<file path="config.mk">
export PLATFORM = sky130hd
export DESIGN_NAME = keypad_click_classifier
export DESIGN_NICKNAME = d
export VERILOG_FILES = /design/src/rtl/kcc_pkg.sv /design/src/rtl/keypad_click_classifier.sv /design/src/rtl/kcc_gesture.sv
export VERILOG_INCLUDE_DIRS = /design/src /design/src/rtl
export SDC_FILE = /design/constraint.sdc
export NUM_CORES = 1
export LEC_CHECK = 0
export ABC_AREA = 1
export BUFFER_PORTS_ARGS = -buffer_cell sky130_fd_sc_hd__buf_2
export CORE_MARGIN = 8
export CORE_UTILIZATION = 45
export CTS_BUF_LIST = sky130_fd_sc_hd__clkbuf_4 sky130_fd_sc_hd__clkbuf_8
export DETAILED_ROUTE_END_ITERATION = 8
export GPL_TIMING_DRIVEN = 0
export SLEW_MARGIN = 20
export SYNTH_ARGS = -nofsm -noshare
export SYNTH_HDL_FRONTEND = slang
export SYNTH_HIERARCHICAL = 1
export SYNTH_SLANG_ARGS = --single-unit
</file>
<file path="constraint.sdc">
create_clock -name clk -period 8.5 [get_ports clk]
set_clock_uncertainty 0.2 [all_clocks]
set_input_delay 0.425 -clock clk [delete_from_list [all_inputs] [get_ports clk]]
set_output_delay 0.425 -clock clk [all_outputs]
set_load 0.01 [all_outputs]
</file>
<file path="src/rtl/keypad_click_classifier_macros.svh">
// Assertion macros shared by the keypad click classifier RTL.
`ifndef KEYPAD_CLICK_CLASSIFIER_MACROS_SVH
`define KEYPAD_CLICK_CLASSIFIER_MACROS_SVH

// Same-cycle implication, disabled while reset is high.
`define KCC_ASSERT_NOW(label, clk, rst, ante, cons, msg) \
  label: assert property (@(posedge clk) disable iff (rst) (ante) |-> (cons)) \
    else $error(msg);

// Next-cycle implication, disabled while reset is high.
`define KCC_ASSERT_NEXT(label, clk, rst, ante, cons, msg) \
  label: assert property (@(posedge clk) disable iff (rst) (ante) |=> (cons)) \
    else $error(msg);

`endif

</file>
<file path="src/rtl/kcc_pkg.sv">
// Types, constants and helper functions of the keypad click classifier.
`timescale 1ns / 1ps
`default_nettype none

package kcc_pkg;

  localparam int unsigned KCC_KEYS        = 12;
  localparam int unsigned KCC_KEY_W       = 4;
  localparam int unsigned KCC_TIME_W      = 32;
  localparam int unsigned KCC_CFG_W       = 32;
  localparam int unsigned KCC_CFG_INDEX_W = 1;

  localparam logic [KCC_CFG_INDEX_W-1:0] KCC_CFG_LONG_PRESS    = 1'b0;
  localparam logic [KCC_CFG_INDEX_W-1:0] KCC_CFG_DOUBLE_WINDOW = 1'b1;

  localparam logic [KCC_TIME_W-1:0] KCC_LONG_PRESS_RESET    = 32'd1000000;
  localparam logic [KCC_TIME_W-1:0] KCC_DOUBLE_WINDOW_RESET = 32'd300000;

  localparam logic [KCC_KEY_W-1:0] KCC_NO_KEY  = 4'd0;
  localparam logic [KCC_KEY_W-1:0] KCC_MAX_KEY = 4'd12;

  typedef enum logic [1:0] {
    EV_NONE   = 2'd0,
    EV_SINGLE = 2'd1,
    EV_DOUBLE = 2'd2,
    EV_LONG   = 2'd3
  } kcc_event_t;

  typedef enum logic [1:0] {
    MODE_IDLE     = 2'd0,
    MODE_PRESSED  = 2'd1,
    MODE_RELEASED = 2'd2,
    MODE_LONG     = 2'd3
  } kcc_mode_t;

  typedef struct packed {
    logic [KCC_KEYS-1:0]   key_levels;
    logic [KCC_TIME_W-1:0] now_us;
  } kcc_in_t;

  typedef struct packed {
    kcc_event_t           event_kind;
    logic [KCC_KEY_W-1:0] event_key;
  } kcc_out_t;

  // Highest numbered key whose level is low, or no key.
  function automatic logic [KCC_KEY_W-1:0] kcc_pick_key(input logic [KCC_KEYS-1:0] levels);
    logic [KCC_KEY_W-1:0] key;
    key = KCC_NO_KEY;
    for (int k = 0; k < KCC_KEYS; k++) begin
      if (!levels[k]) begin
        key = KCC_KEY_W'(k + 1);
      end
    end
    return key;
  endfunction

endpackage

`default_nettype wire

</file>
<file path="src/rtl/keypad_click_classifier.sv">
// Top level of the keypad click classifier: channels, settings and result register.
`timescale 1ns / 1ps
`default_nettype none
`include "keypad_click_classifier_macros.svh"

// The keypad click classifier takes one transaction per keypad tick: the
// twelve active-low key levels of a 4x3 matrix and a wrapping microsecond
// timestamp. The highest numbered pressed key is the key of the tick. A
// gesture machine (idle, pressed, released, long press) answers every input
// transaction with exactly one output transaction that carries a single
// click, a double click, a long press or no event, together with the key
// that started the gesture. A transaction is held in the input register and
// then passes the gesture logic into the result register, from which its
// result is offered; a new transaction can be accepted in every cycle while
// a register is free or the result is taken, and the input side keeps taking
// transactions while a finished result waits for out_ready, until both the
// input register and the result register are full. All timeouts use 32-bit
// modular differences, so timestamps may wrap freely. The settings are
// written through cfg_we, cfg_index and cfg_data: index 0 is the hold time
// beyond which a press is long, index 1 is the window after a release in
// which a second press is a double click, which also locks out new presses
// after a double click. Write them only while no transaction is in flight.
// Because the last release time resets to zero, presses are ignored after
// reset until the timestamp has reached the double click window.
module keypad_click_classifier
  import kcc_pkg::*;
(
  input  wire logic                       clk,
  input  wire logic                       rst,
  input  wire logic                       in_valid,
  output logic                            in_ready,
  input  wire kcc_in_t                    in_data,
  output logic                            out_valid,
  input  wire logic                       out_ready,
  output kcc_out_t                        out_data,
  input  wire logic                       cfg_we,
  input  wire logic [KCC_CFG_INDEX_W-1:0] cfg_index,
  input  wire logic [KCC_CFG_W-1:0]       cfg_data
);

  logic [KCC_TIME_W-1:0] long_press_us;
  logic [KCC_TIME_W-1:0] double_window_us;

  logic     stage_valid;
  kcc_in_t  stage_data;
  logic     advance;
  kcc_out_t result;

  // The staged transaction moves on whenever the result register is free
  // or is being emptied in this same cycle.
  assign advance  = stage_valid && (!out_valid || out_ready);
  assign in_ready = !stage_valid || advance;

  always_ff @(posedge clk) begin
    if (rst) begin
      long_press_us    <= KCC_LONG_PRESS_RESET;
      double_window_us <= KCC_DOUBLE_WINDOW_RESET;
    end else if (cfg_we) begin
      case (cfg_index)
        KCC_CFG_LONG_PRESS:    long_press_us    <= cfg_data[KCC_TIME_W-1:0];
        KCC_CFG_DOUBLE_WINDOW: double_window_us <= cfg_data[KCC_TIME_W-1:0];
        default: begin
        end
      endcase
    end
  end

  // Input register.
  always_ff @(posedge clk) begin
    if (rst) begin
      stage_valid <= 1'b0;
    end else if (in_valid && in_ready) begin
      stage_valid <= 1'b1;
    end else if (advance) begin
      stage_valid <= 1'b0;
    end
  end

  always_ff @(posedge clk) begin
    if (in_valid && in_ready) begin
      stage_data <= in_data;
    end
  end

  kcc_gesture u_gesture (
    .clk              (clk),
    .rst              (rst),
    .step             (advance),
    .item             (stage_data),
    .long_press_us    (long_press_us),
    .double_window_us (double_window_us),
    .result           (result)
  );

  // Result register.
  always_ff @(posedge clk) begin
    if (rst) begin
      out_valid <= 1'b0;
    end else if (advance) begin
      out_valid <= 1'b1;
    end else if (out_ready) begin
      out_valid <= 1'b0;
    end
  end

  always_ff @(posedge clk) begin
    if (advance) begin
      out_data <= result;
    end
  end

  `KCC_ASSERT_NOW(a_none_has_no_key, clk, rst,
    out_valid && (out_data.event_kind == EV_NONE), out_data.event_key == KCC_NO_KEY,
    "event without a kind carries a key")

  `KCC_ASSERT_NOW(a_key_in_range, clk, rst,
    out_valid && (out_data.event_kind != EV_NONE),
    (out_data.event_key != KCC_NO_KEY) && (out_data.event_key <= KCC_MAX_KEY),
    "event key out of range")

  `KCC_ASSERT_NOW(a_stall_only_when_full, clk, rst,
    !in_ready, stage_valid && out_valid && !out_ready,
    "input stalled although a register is free")

  `KCC_ASSERT_NEXT(a_advance_fills_result, clk, rst,
    advance, out_valid,
    "staged transaction lost on its way to the result register")

endmodule

`default_nettype wire

</file>
<file path="src/rtl/kcc_gesture.sv">
// Gesture state machine: turns one keypad sample per step into a click event.
`timescale 1ns / 1ps
`default_nettype none

module kcc_gesture
  import kcc_pkg::*;
(
  input  wire logic                  clk,
  input  wire logic                  rst,
  input  wire logic                  step,
  input  wire kcc_in_t               item,
  input  wire logic [KCC_TIME_W-1:0] long_press_us,
  input  wire logic [KCC_TIME_W-1:0] double_window_us,
  output kcc_out_t                   result
);

  kcc_mode_t             mode, mode_next;
  logic [KCC_KEY_W-1:0]  held_key, held_key_next;
  logic [KCC_TIME_W-1:0] press_time, press_time_next;
  logic [KCC_TIME_W-1:0] release_time, release_time_next;

  logic [KCC_KEY_W-1:0]  key;
  logic                  key_down;
  logic [KCC_TIME_W-1:0] since_release;
  logic [KCC_TIME_W-1:0] since_press;
  logic                  in_window;
  logic                  long_due;

  // Differences wrap modulo 2^32, so a wrapped timestamp still compares right.
  assign key           = kcc_pick_key(item.key_levels);
  assign key_down      = (key != KCC_NO_KEY);
  assign since_release = item.now_us - release_time;
  assign since_press   = item.now_us - press_time;
  assign in_window     = (since_release < double_window_us);
  assign long_due      = (since_press > long_press_us);

  always_comb begin
    mode_next         = mode;
    held_key_next     = held_key;
    press_time_next   = press_time;
    release_time_next = release_time;
    case (mode)
      MODE_IDLE: begin
        if (!in_window && key_down) begin
          held_key_next   = key;
          press_time_next = item.now_us;
          mode_next       = MODE_PRESSED;
        end
      end
      MODE_PRESSED: begin
        if (!key_down) begin
          release_time_next = item.now_us;
          mode_next         = MODE_RELEASED;
        end else if (long_due) begin
          mode_next = MODE_LONG;
        end
      end
      MODE_RELEASED: begin
        if (in_window) begin
          if (key_down) begin
            release_time_next = item.now_us;
            held_key_next     = KCC_NO_KEY;
            mode_next         = MODE_IDLE;
          end
        end else begin
          held_key_next = KCC_NO_KEY;
          mode_next     = MODE_IDLE;
        end
      end
      MODE_LONG: begin
        if (!key_down) begin
          held_key_next = KCC_NO_KEY;
          mode_next     = MODE_IDLE;
        end
      end
      default: begin
        mode_next = MODE_IDLE;
      end
    endcase
  end

  always_comb begin
    result.event_kind = EV_NONE;
    result.event_key  = KCC_NO_KEY;
    case (mode)
      MODE_PRESSED: begin
        if (key_down && long_due) begin
          result.event_kind = EV_LONG;
          result.event_key  = held_key;
        end
      end
      MODE_RELEASED: begin
        if (!in_window) begin
          result.event_kind = EV_SINGLE;
          result.event_key  = held_key;
        end else if (key_down) begin
          result.event_kind = EV_DOUBLE;
          result.event_key  = held_key;
        end
      end
      default: begin
        result.event_kind = EV_NONE;
      end
    endcase
  end

  always_ff @(posedge clk) begin
    if (rst) begin
      mode         <= MODE_IDLE;
      held_key     <= KCC_NO_KEY;
      press_time   <= '0;
      release_time <= '0;
    end else if (step) begin
      mode         <= mode_next;
      held_key     <= held_key_next;
      press_time   <= press_time_next;
      release_time <= release_time_next;
    end
  end

endmodule

`default_nettype wire
</file>
Yosys cells after proc, flatten, opt, wreduce, memory -nomap -nowiden --
Cells that the tools add are included.
Storage, ports and cells: flip-flop bits (word level) 186, bits of input ports 82, output and inout port bits 8
Cells by class: $add $sub $neg 2, $lt $le $gt $ge 2, eq/ne operators 10, mux-type cells 37, bitwise logic cells 1, reductions and logical operators 21
Operator list (number):
- two-way mux 32 bit | 3
- case mux 32 bit (2 select lines) | 1
- subtractor 32 bit | 2
- two-way mux 4 bit | 9
- > comparator 32 bit | 1
- less-than comparator 32 bit | 1
- two-way mux 6 bit | 3
- two-way mux 2 bit | 8
- AND reduction 5 bit | 3
- two-way mux 3 bit | 4
- case mux 4 bit (3 select lines) | 1
- case mux 2 bit (4 select lines) | 1
- case mux 4 bit (2 select lines) | 1
- != test 2 x 1 -> 1 bit, second input constant | 3
- nonzero test 2 bit | 3
- two-way mux 1 bit | 5
- == test 2 bit, second input constant | 2
- logical AND 1 bit | 4
- != test 2 bit, second input constant | 2
- case mux 2 bit (2 select lines) | 1
- AND reduction 2 bit | 2
- nonzero test 4 bit | 1
- zero test 1 bit | 3
- != test 3 x 2 -> 1 bit, second input constant | 1
- 7 further kinds | 8

Depth between registers and ports, before layout --
Gate-level depths: netlist (run 1).
depth after elaboration 16, depth in mapped cells 33

Cells and area by module --
Netlist (run 1), hierarchy kept.
Modules (own cells, without submodules):
- kcc_gesture | times used 1, cells an instance 1280, area each 8036.5 um^2
- keypad_click_classifier | times used 1, cells an instance 396, area each 4083.9 um^2

Least setup slack after synthesis (run 1) --
OpenSTA, ideal clock, no wires.
path type reg-to-reg, start point reg stage_data[2] in the netlist's numbering, end point reg u_gesture.release_time[0], library setup time 0.113 ns, arrival 3.649 ns, slack 4.538 ns, cell stages (with the launch flop) 26, path buffers 1, clock period less this slack 3.962 ns, cells stage by stage edfxtp_1 -> ha_1 -> a21oi_1 -> o21ai_0 -> a21oi_1 -> o21ai_1 -> a21boi_0 -> o21ai_0 -> a21oi_1 -> inv_1 -> nand2_1 -> nand2_1 -> ha_1 -> a21oi_1 -> o21ai_0 -> nand2_1 -> a21oi_1 -> nor2_1 -> nand2_1 -> inv_1 -> nor2_1 -> nor3_4 -> buf_6 -> nand2_1 -> nand2_1 -> nor2_1
On the way: cells in the longest elaborated chain, start to end 4
Ends and longest elaborated chain:
- start: declaration | line keypad_click_classifier.sv:45 | kcc_in_t stage_data;
- start signal: assignment | line keypad_click_classifier.sv:81 | stage_data <= in_data;
- subtractor 32 bit | line kcc_gesture.sv:32 | assign since_release = item.now_us - release_time;
- less-than comparator 32 bit | line kcc_gesture.sv:34 | assign in_window = (since_release < double_window_us);
- != test 2 x 1 -> 1 bit (no line)
- AND reduction 5 bit (no line)
- end signal: assignment | line kcc_gesture.sv:117 | release_time <= release_time_next;
- end: declaration | line kcc_gesture.sv:20 | logic [KCC_TIME_W-1:0] release_time, release_time_next;
No other way between the ends. A chain may end at the register's enable or synchronous reset.

Worst setup path after layout (run 1) --
start point reg stage_data[2] in the netlist's numbering, end point reg u_gesture.press_time[25]
On the way: cells in the longest elaborated chain, start to end 5
Ends and longest elaborated chain:
- subtractor 32 bit | line kcc_gesture.sv:32
- less-than comparator 32 bit | line kcc_gesture.sv:34
- zero test 1 bit | line kcc_gesture.sv:44 | if (!in_window && key_down) begin
- logical AND 1 bit | line kcc_gesture.sv:44
- AND reduction 3 bit (no line)
- end signal: assignment | line kcc_gesture.sv:116 | press_time <= press_time_next;
- end: declaration | line kcc_gesture.sv:19 | logic [KCC_TIME_W-1:0] press_time, press_time_next;
No other way between the ends.

==> results of run 1 <==
## logic make-up (layout without fill, tap and decap cells)
| group | count (synthesis) | count (layout) | share of synthesized area (%) |
|---|---|---|---|
| adders and majority gates | 131 | 131 | 13.65 |
| and+or+nand+nor | 683 | 683 | 22.98 |
| xor gates and xnor gates | 58 | 58 | 4.191 |
| buffers and inverters | 318 | 516 | 10.89 |
| DFF | 186 | 186 | 34.85 |
| AOI/OAI and AO/OA | 300 | 300 | 13.44 |
## per-stage QoR
stage,setup slack [ns],total power [mW]
floorplan,4.538,2.308
CTS,3.205,3.459
detailed placement,3.273,2.750
finish,3.131,3.438
global placement,3.399,2.715
global route,2.657,3.746
## layer usage
layer	GRT usage (%)	vias up
met5	0	-
met4	4.563	0
met3	2.883	29
met2	37.73	227
met1	24.89	5074
li1	-	5751
## repair_timing
item	in CTS	in global routing
setup endpoints to repair	0	0
endpoints found under the hold margin	78	0
hold buffers	77	0
## worst max-delay path: cells and delay by family (launching register included)
family                     cells  cell delay (ns)
buffers and inverters          2             0.60
adders and majority gates      2             0.67
DFF                            1             0.45
and+or+nand+nor                8             1.07
AOI/OAI and AO/OA             11             2.29
## layout make-up
type	count	area, um^2	share of cell area [%]
Sequential cell	186	4224	29.69
Multi-Input combinational cell	1172	6576	46.23
Inverter	278	1044	7.335
Tap cell	341	426.7	2.999
Clock inverter	15	214.0	1.504
Clock buffer	17	234.0	1.645
Timing Repair Buffer	166	1231	8.654
Buffer	40	276.5	1.944
## cells in the final DEF, fill, tap and decap left out, drive strengths merged, types with 2 or more instances in the layout
master,count
a21boi,4
ha,129
nor3,16
dlygate4sd3,77
nand4,9
o21a,10
a21oi,148
inv,287
o211ai,6
dfxtp,136
nor4,4
nor2,251
o21bai,9
clkinv,6
o31ai,2
nand2,327
nand3,73
a21o,8
a221oi,3
buf,112
clkbuf,34
a31oi,7
xor2,43
o21ai,100
xnor2,15
edfxtp,50
fa,2
## power by group through the flow
| stage | clock network [mW] | logic [mW] | registers [mW] |
|---|---|---|---|
| 2_1_floorplan | 0 | 1.21 | 1.10 |
| 3_3_place_gp | 0 | 1.59 | 1.12 |
| 3_5_place_dp | 0 | 1.62 | 1.13 |
| 4_1_cts | 0.690 | 1.66 | 1.11 |
| 5_1_grt | 0.719 | 1.91 | 1.12 |
| 6_report | 0.669 | 1.66 | 1.11 |
## registers in the layout, summed over array words and instances, names as in the netlist
| name | flops |
|---|---|
| double_window_us | 32 |
| long_press_us | 32 |
| out_data | 6 |
| out_valid | 1 |
| stage_data | 44 |
| stage_valid | 1 |
| u_gesture/held_key | 4 |
| u_gesture/mode | 2 |
| u_gesture/press_time | 32 |
| u_gesture/release_time | 32 |
## worst paths after layout
check                         start                       end  slack [ns]  depth (start not counted)
setup / recovery      stage_data[2]  u_gesture/press_time[25]        3.13                         23
hold / removal         cfg_data[20]      double_window_us[20]        0.03                          3
hold reg to reg   long_press_us[18]         long_press_us[18]        0.27                          2
setup reg to reg      stage_data[2]  u_gesture/press_time[25]        3.13                         23
==> flow_summary.toml, run 1 <==
[logic_synthesis]
post_synth_main_area_contributors = "dfxtp_1, ha_1, edfxtp_1, nand2_1, inv_1"
synth-seq-area-share_pct = 34.85
synth_flop_cell = "dfxtp_1"
netlist_area_mm2 = 0.01212
synthDistinctLibCells = 44
post_synth.cell_area_avg_um2 = 7.232
yosys_register_bits = 186
synthTopCellsByCount = "nand2_1, inv_1, nor2_1, a21oi_1, dfxtp_1"
async_flop_share_pct = 0
syn_inst = 1676
net_count_synth = 1889
post_synth_edffs = 50
most_common_cell_in_the_synthesized_netlist = "nand2_1"
yosys_warnings = 6
yosys.area.top_type_share_pct = 22.46
synth_top_cell_by_area = "dfxtp_1"

[power_and_ir_drop]
p_seq_share_pct = 32.2
peakVddDrop_mv = 0.1300
p_int_mw = 1.905
power.clock.fraction_pct = 19.5
power.net_switching_mw = 1.533
leakage_nw = 6.609
pwr_density_cell_mw_per_mm2 = 241.7
netSwitchingFraction_pct = 44.59
share_comb_of_total_power_pct = 48.4

[timing]
part_of_the_cycle_the_worst_path_needs_pct = 63.16
grt_setup_unrepaired = "false"
relative_slew_margins_pct = 41.73
f_max_mhz = 186.3
finalSetupViolations = 0
least_margin_pin_slew_ns = 0.8740
finalHoldViolations = 0
final_period_minus_worst_setup_slack_ns = 5.369
final.hold.worst_slack_ns = 0.03288
slew_violations = 0
setup-tns-final_ns = 0

[placed_design]
io_buffers = 88
placed_cells_incl_taps = 2106
placement.cell_area_mm2 = 0.01301
placer_congestion = 0.9038
hpwl_mm = 26.69

[global_routing]
grt_first_pass_wirelength_mm = 53.76
grt_start_max_net_pins = 33
first_global_vias = 10870
grt_overflow_total = 0
grt_antenna_before_repair = 0
global_route_usage_sum_pct = 20.49

[floorplanning]
die-area_mm2 = 0.03244
fp-row-count = 60
core_area_mm2 = 0.02673
die_y_um = 180.1
num_io_pins = 90
die_width_um = 180.1
initial_util_pct = 45.35

[finish]
fin_util_pct = 53.23
final_design_area_no_fill_mm2 = 0.01423
count_of_inserted_antenna_diode_cells = 0
synthesis_to_layout_area_growth_pct = 17.37
drive_above_1_share_pct = 8.591
num-fill-cells = 2684
filler_free_cell_count_of_the_finished_design = 2215
finalNetCount = 2074

[worst_setup_path]
crit_arrival_ns = 5.57
worstSetupEndpointType = "flip-flop"
required_time_at_the_worst_slack_endpoint_ns = 8.70
timing.critical_path.cells = "ha_1, a21oi_1, o21ai_0, a21oi_1, o21ai_1, a21boi_0, o21ai_0, a21oi_1, inv_1, nand2_1, nand2_1, ha_1, nand2_1, o21ai_0, nand2_1, a21oi_1, nor2_1, nand2_1, nand2_1, nor2_2, clkbuf_1, o21ai_0, a21oi_1"
crit_slowest_cell = "clkbuf_1"
worst_path_largest_cell_delay_ns = 0.54
critical-path-top-cell-by-count = "nand2_1"
cp_max_fo = 10
start_kind = "flip-flop"
timing.setup.critical_path_class = "flip-flop to flip-flop"

[drt]
drt-wirelength-per-cell_um = 15.07
via_count = 11080
detail_route_met2_wl_mm = 16.77
maxUsedRoutingLayer = "met4"
routed_wl_mm = 33.38
drt-vias-per-instance = 5.003
drt_iter0_markers = 748
met3RoutedLength_mm = 1.000
post-route-drc-count = 0
final_ant_viol_nets = 0
drt-met1-wl_mm = 15.15
drt-pass1-iter-count = 5

[clock_network]
cts_root_buf = "clkbuf_8"
post_cts.repair.setup_buffers = 0
cts_repair_resize_count = 0
tritoncts_clock_tree = "done"
htree_num_levels = 4
tritoncts.num_buffers = 17
cts.path.max_buffers = 2
clock_insertion_delay_worst_skew_ns = 0.50
clkSlewWorstSetupHoldPaths_ns = 0.13
tritoncts_num_sinks = 186

[status]
run_status = "complete, no violations"

[hold_path]
worst_hold_path_type = "primary input to flip-flop"

[run]
cap_viol_max_count = 0
Power figures use the tool's default switching activity.
==> run 2, diff against run 1 <==
==> constraint.sdc (replaced) <==
create_clock -name clk -period 4.5 [get_ports clk]
set_clock_uncertainty 0.2 [all_clocks]
set_input_delay 0.225 -clock clk [delete_from_list [all_inputs] [get_ports clk]]
set_output_delay 0.225 -clock clk [all_outputs]
set_load 0.01 [all_outputs]
==> run 2 against run 1 <==
Against the previous run:
- sequential share of layout area decreased by 1.6 points
- non-clock buffer count increased by 39
- register-to-register slack got worse by 3.0 ns
- power increased by 100%
- worst hold slack improved by 0.16 ns
- fmax increased by 22%
- final cell count increased by 1.8%
- largest cell class unchanged
- first-iteration DRC count increased by 1.5%
- critical path depth increased by 4
==> flow_summary.toml, run 2 (synthesized netlist as in run 1, its figures left out) <==
[drt]
post-route-drc-count = 0
final_ant_viol_nets = 0
routed_wl_mm = 34.46
drt-wirelength-per-cell_um = 15.29
drt-vias-per-instance = 5.023
drt-pass1-iter-count = 6
drt_iter0_markers = 759
via_count = 11320

[global_routing]
grt_antenna_before_repair = 0
first_global_vias = 10990
global_route_usage_sum_pct = 20.64
grt_overflow_total = 0
grt_first_pass_wirelength_mm = 54.17
grt.met1_usage_pct = 24.95
global_route.peak_usage_layer = "met2"
gr_layer_usage_met2_pct = 38.20
grt_start_max_net_pins = 33
grt_util_met3_pct = 2.883

[worst_setup_path]
cp_top_family = "compound AO/OA/AOI/OAI gates"
cp_max_fo = 4
crit_arrival_ns = 4.45
critical-path-top-cell-by-count = "nand2_1"
crit_slowest_cell = "edfxtp_1"
required_time_at_the_worst_slack_endpoint_ns = 4.56
start_kind = "flip-flop"
worst_path_largest_cell_delay_ns = 0.49
worstPathBufferInverterCount = 4
worstSetupEndpointType = "flip-flop"
timing.setup.critical_path_class = "flip-flop to flip-flop"

[finish]
registers.top_by_ff_count = "stage_data"
leading_cell_type_in_the_layout_fill_and_taps_excluded = "nand2_1"
drive_above_1_share_pct = 14.01
synthesis_to_layout_area_growth_pct = 23.92
finalNetCount = 2113
count_of_inserted_antenna_diode_cells = 0
layout_common_cells = "nand2_1, inv_1, nor2_1"
largest_register_ffs = 44
fin_util_pct = 56.20
filler_free_cell_count_of_the_finished_design = 2254

[clock_network]
cts.path.max_buffers = 2
tritoncts_num_sinks = 186
clock_insertion_delay_worst_skew_ns = 0.50
cts_root_buf = "clkbuf_8"
htree_num_levels = 4
tritoncts_clock_tree = "done"
tritoncts.num_buffers = 17
clkSlewWorstSetupHoldPaths_ns = 0.13

[timing]
least_margin_pin_slew_ns = 0.9148
slew_violations = 0
final_period_minus_worst_setup_slack_ns = 4.391
finalHoldViolations = 0
postLayoutSetupSlackWorst_ns = 0.1092
grt_setup_unrepaired = "true"
f_max_mhz = 227.7
part_of_the_cycle_the_worst_path_needs_pct = 97.57
finalSetupViolations = 0
relative_slew_margins_pct = 39.02

[power_and_ir_drop]
pwr_density_cell_mw_per_mm2 = 461.1
leakage_nw = 6.902
share_comb_of_total_power_pct = 51.5
peakVddDrop_mv = 0.2496
total_power_mw = 6.925
p_int_mw = 3.831
power.net_switching_mw = 3.094
netSwitchingFraction_pct = 44.68
p_seq_share_pct = 30.2
power.clock.fraction_pct = 18.3

[placed_design]
dpl_worst_slack_ns = -0.7266
io_buffers = 88
placer_congestion = 0.9038
placed_cells_incl_taps = 2106
hpwl_mm = 26.69

[floorplanning]
die-area_mm2 = 0.03244
fp-row-count = 60
num_io_pins = 90
initial_util_pct = 45.35
die_y_um = 180.1
die_width_um = 180.1
core_area_mm2 = 0.02673

[run]
cap_viol_max_count = 0

[hold_path]
worst_hold_path_type = "primary input to flip-flop"

[status]
run_status = "complete, no violations"
[run 2: cell count changes in the layout (fill, tap and decap cells not counted), sizes merged]
cell | previous run | this run
dlygate4sd3 | 77 | 85
clkbuf | 34 | 32
buf | 112 | 145
[run 2: repair_timing]
action                     in CTS  in global routing
setup endpoints to repair      76                 76
gates cloned                    0                  2
resized for setup              27                 99
hold buffers                   85                  0
pin swaps                       4                 33
hold endpoints to repair      116                  0
buffers inserted                6                 23
[run 2: path summary, 6_finish.rpt]
check,from,end,slack (ns),cells past startpoint
worst max-delay path,stage_data[5],out_data[3],0.11,27
worst min-delay path,out_ready,out_data[2],0.20,3
worst max register to register,stage_data[5],out_data[3],0.11,27
worst min register to register,long_press_us[18],long_press_us[18],0.27,2
[run 2: layout make-up]
class	instances	area [um^2]
clock buffers	17	234.0
clock inverters	15	214.0
well taps	341	426.7
fillers	2592	11710
multi-input cells	1172	6944
plain buffers	40	325.3
flip-flops and latches	186	4224
repair buffers	205	1603
inverters	278	1049
[run 2: through the flow]
stage	instance area (um^2)	hold slack (ns)	setup TNS (ns)
floorplan	12120	0.09407	0
global placement	12990	0.2017	-32.48
detailed placement	13010	0.2031	-37.47
CTS	14430	0.1536	0
global route	15020	0.1808	-2.388
finish	15020	0.1959	0
[run 2: power by group through the flow]
stage                     clock [mW]  sequential (mW)  combinational (mW)
after floorplan                    0             2.08                2.28
after global placement             0             2.12                3.00
after detailed placement           0             2.13                3.07
after CTS                       1.30             2.09                3.22
after global routing            1.36             2.12                4.02
final                           1.27             2.09                3.57
[run 2: routing by layer]
| layer | share of wire (%) | up-vias |
|---|---|---|
| li1 | - | 5842 |
| met1 | 44 | 5227 |
| met2 | 51 | 222 |
| met3 | 3.3 | 30 |
| met4 | 1.6 | 0 |
| met5 | 0 | - |
[run 2: tightest hold or removal path, stage by stage]
cell and delay [ns]:
buf_2 0.10, inv_1 0.08, a21oi_1 0.27
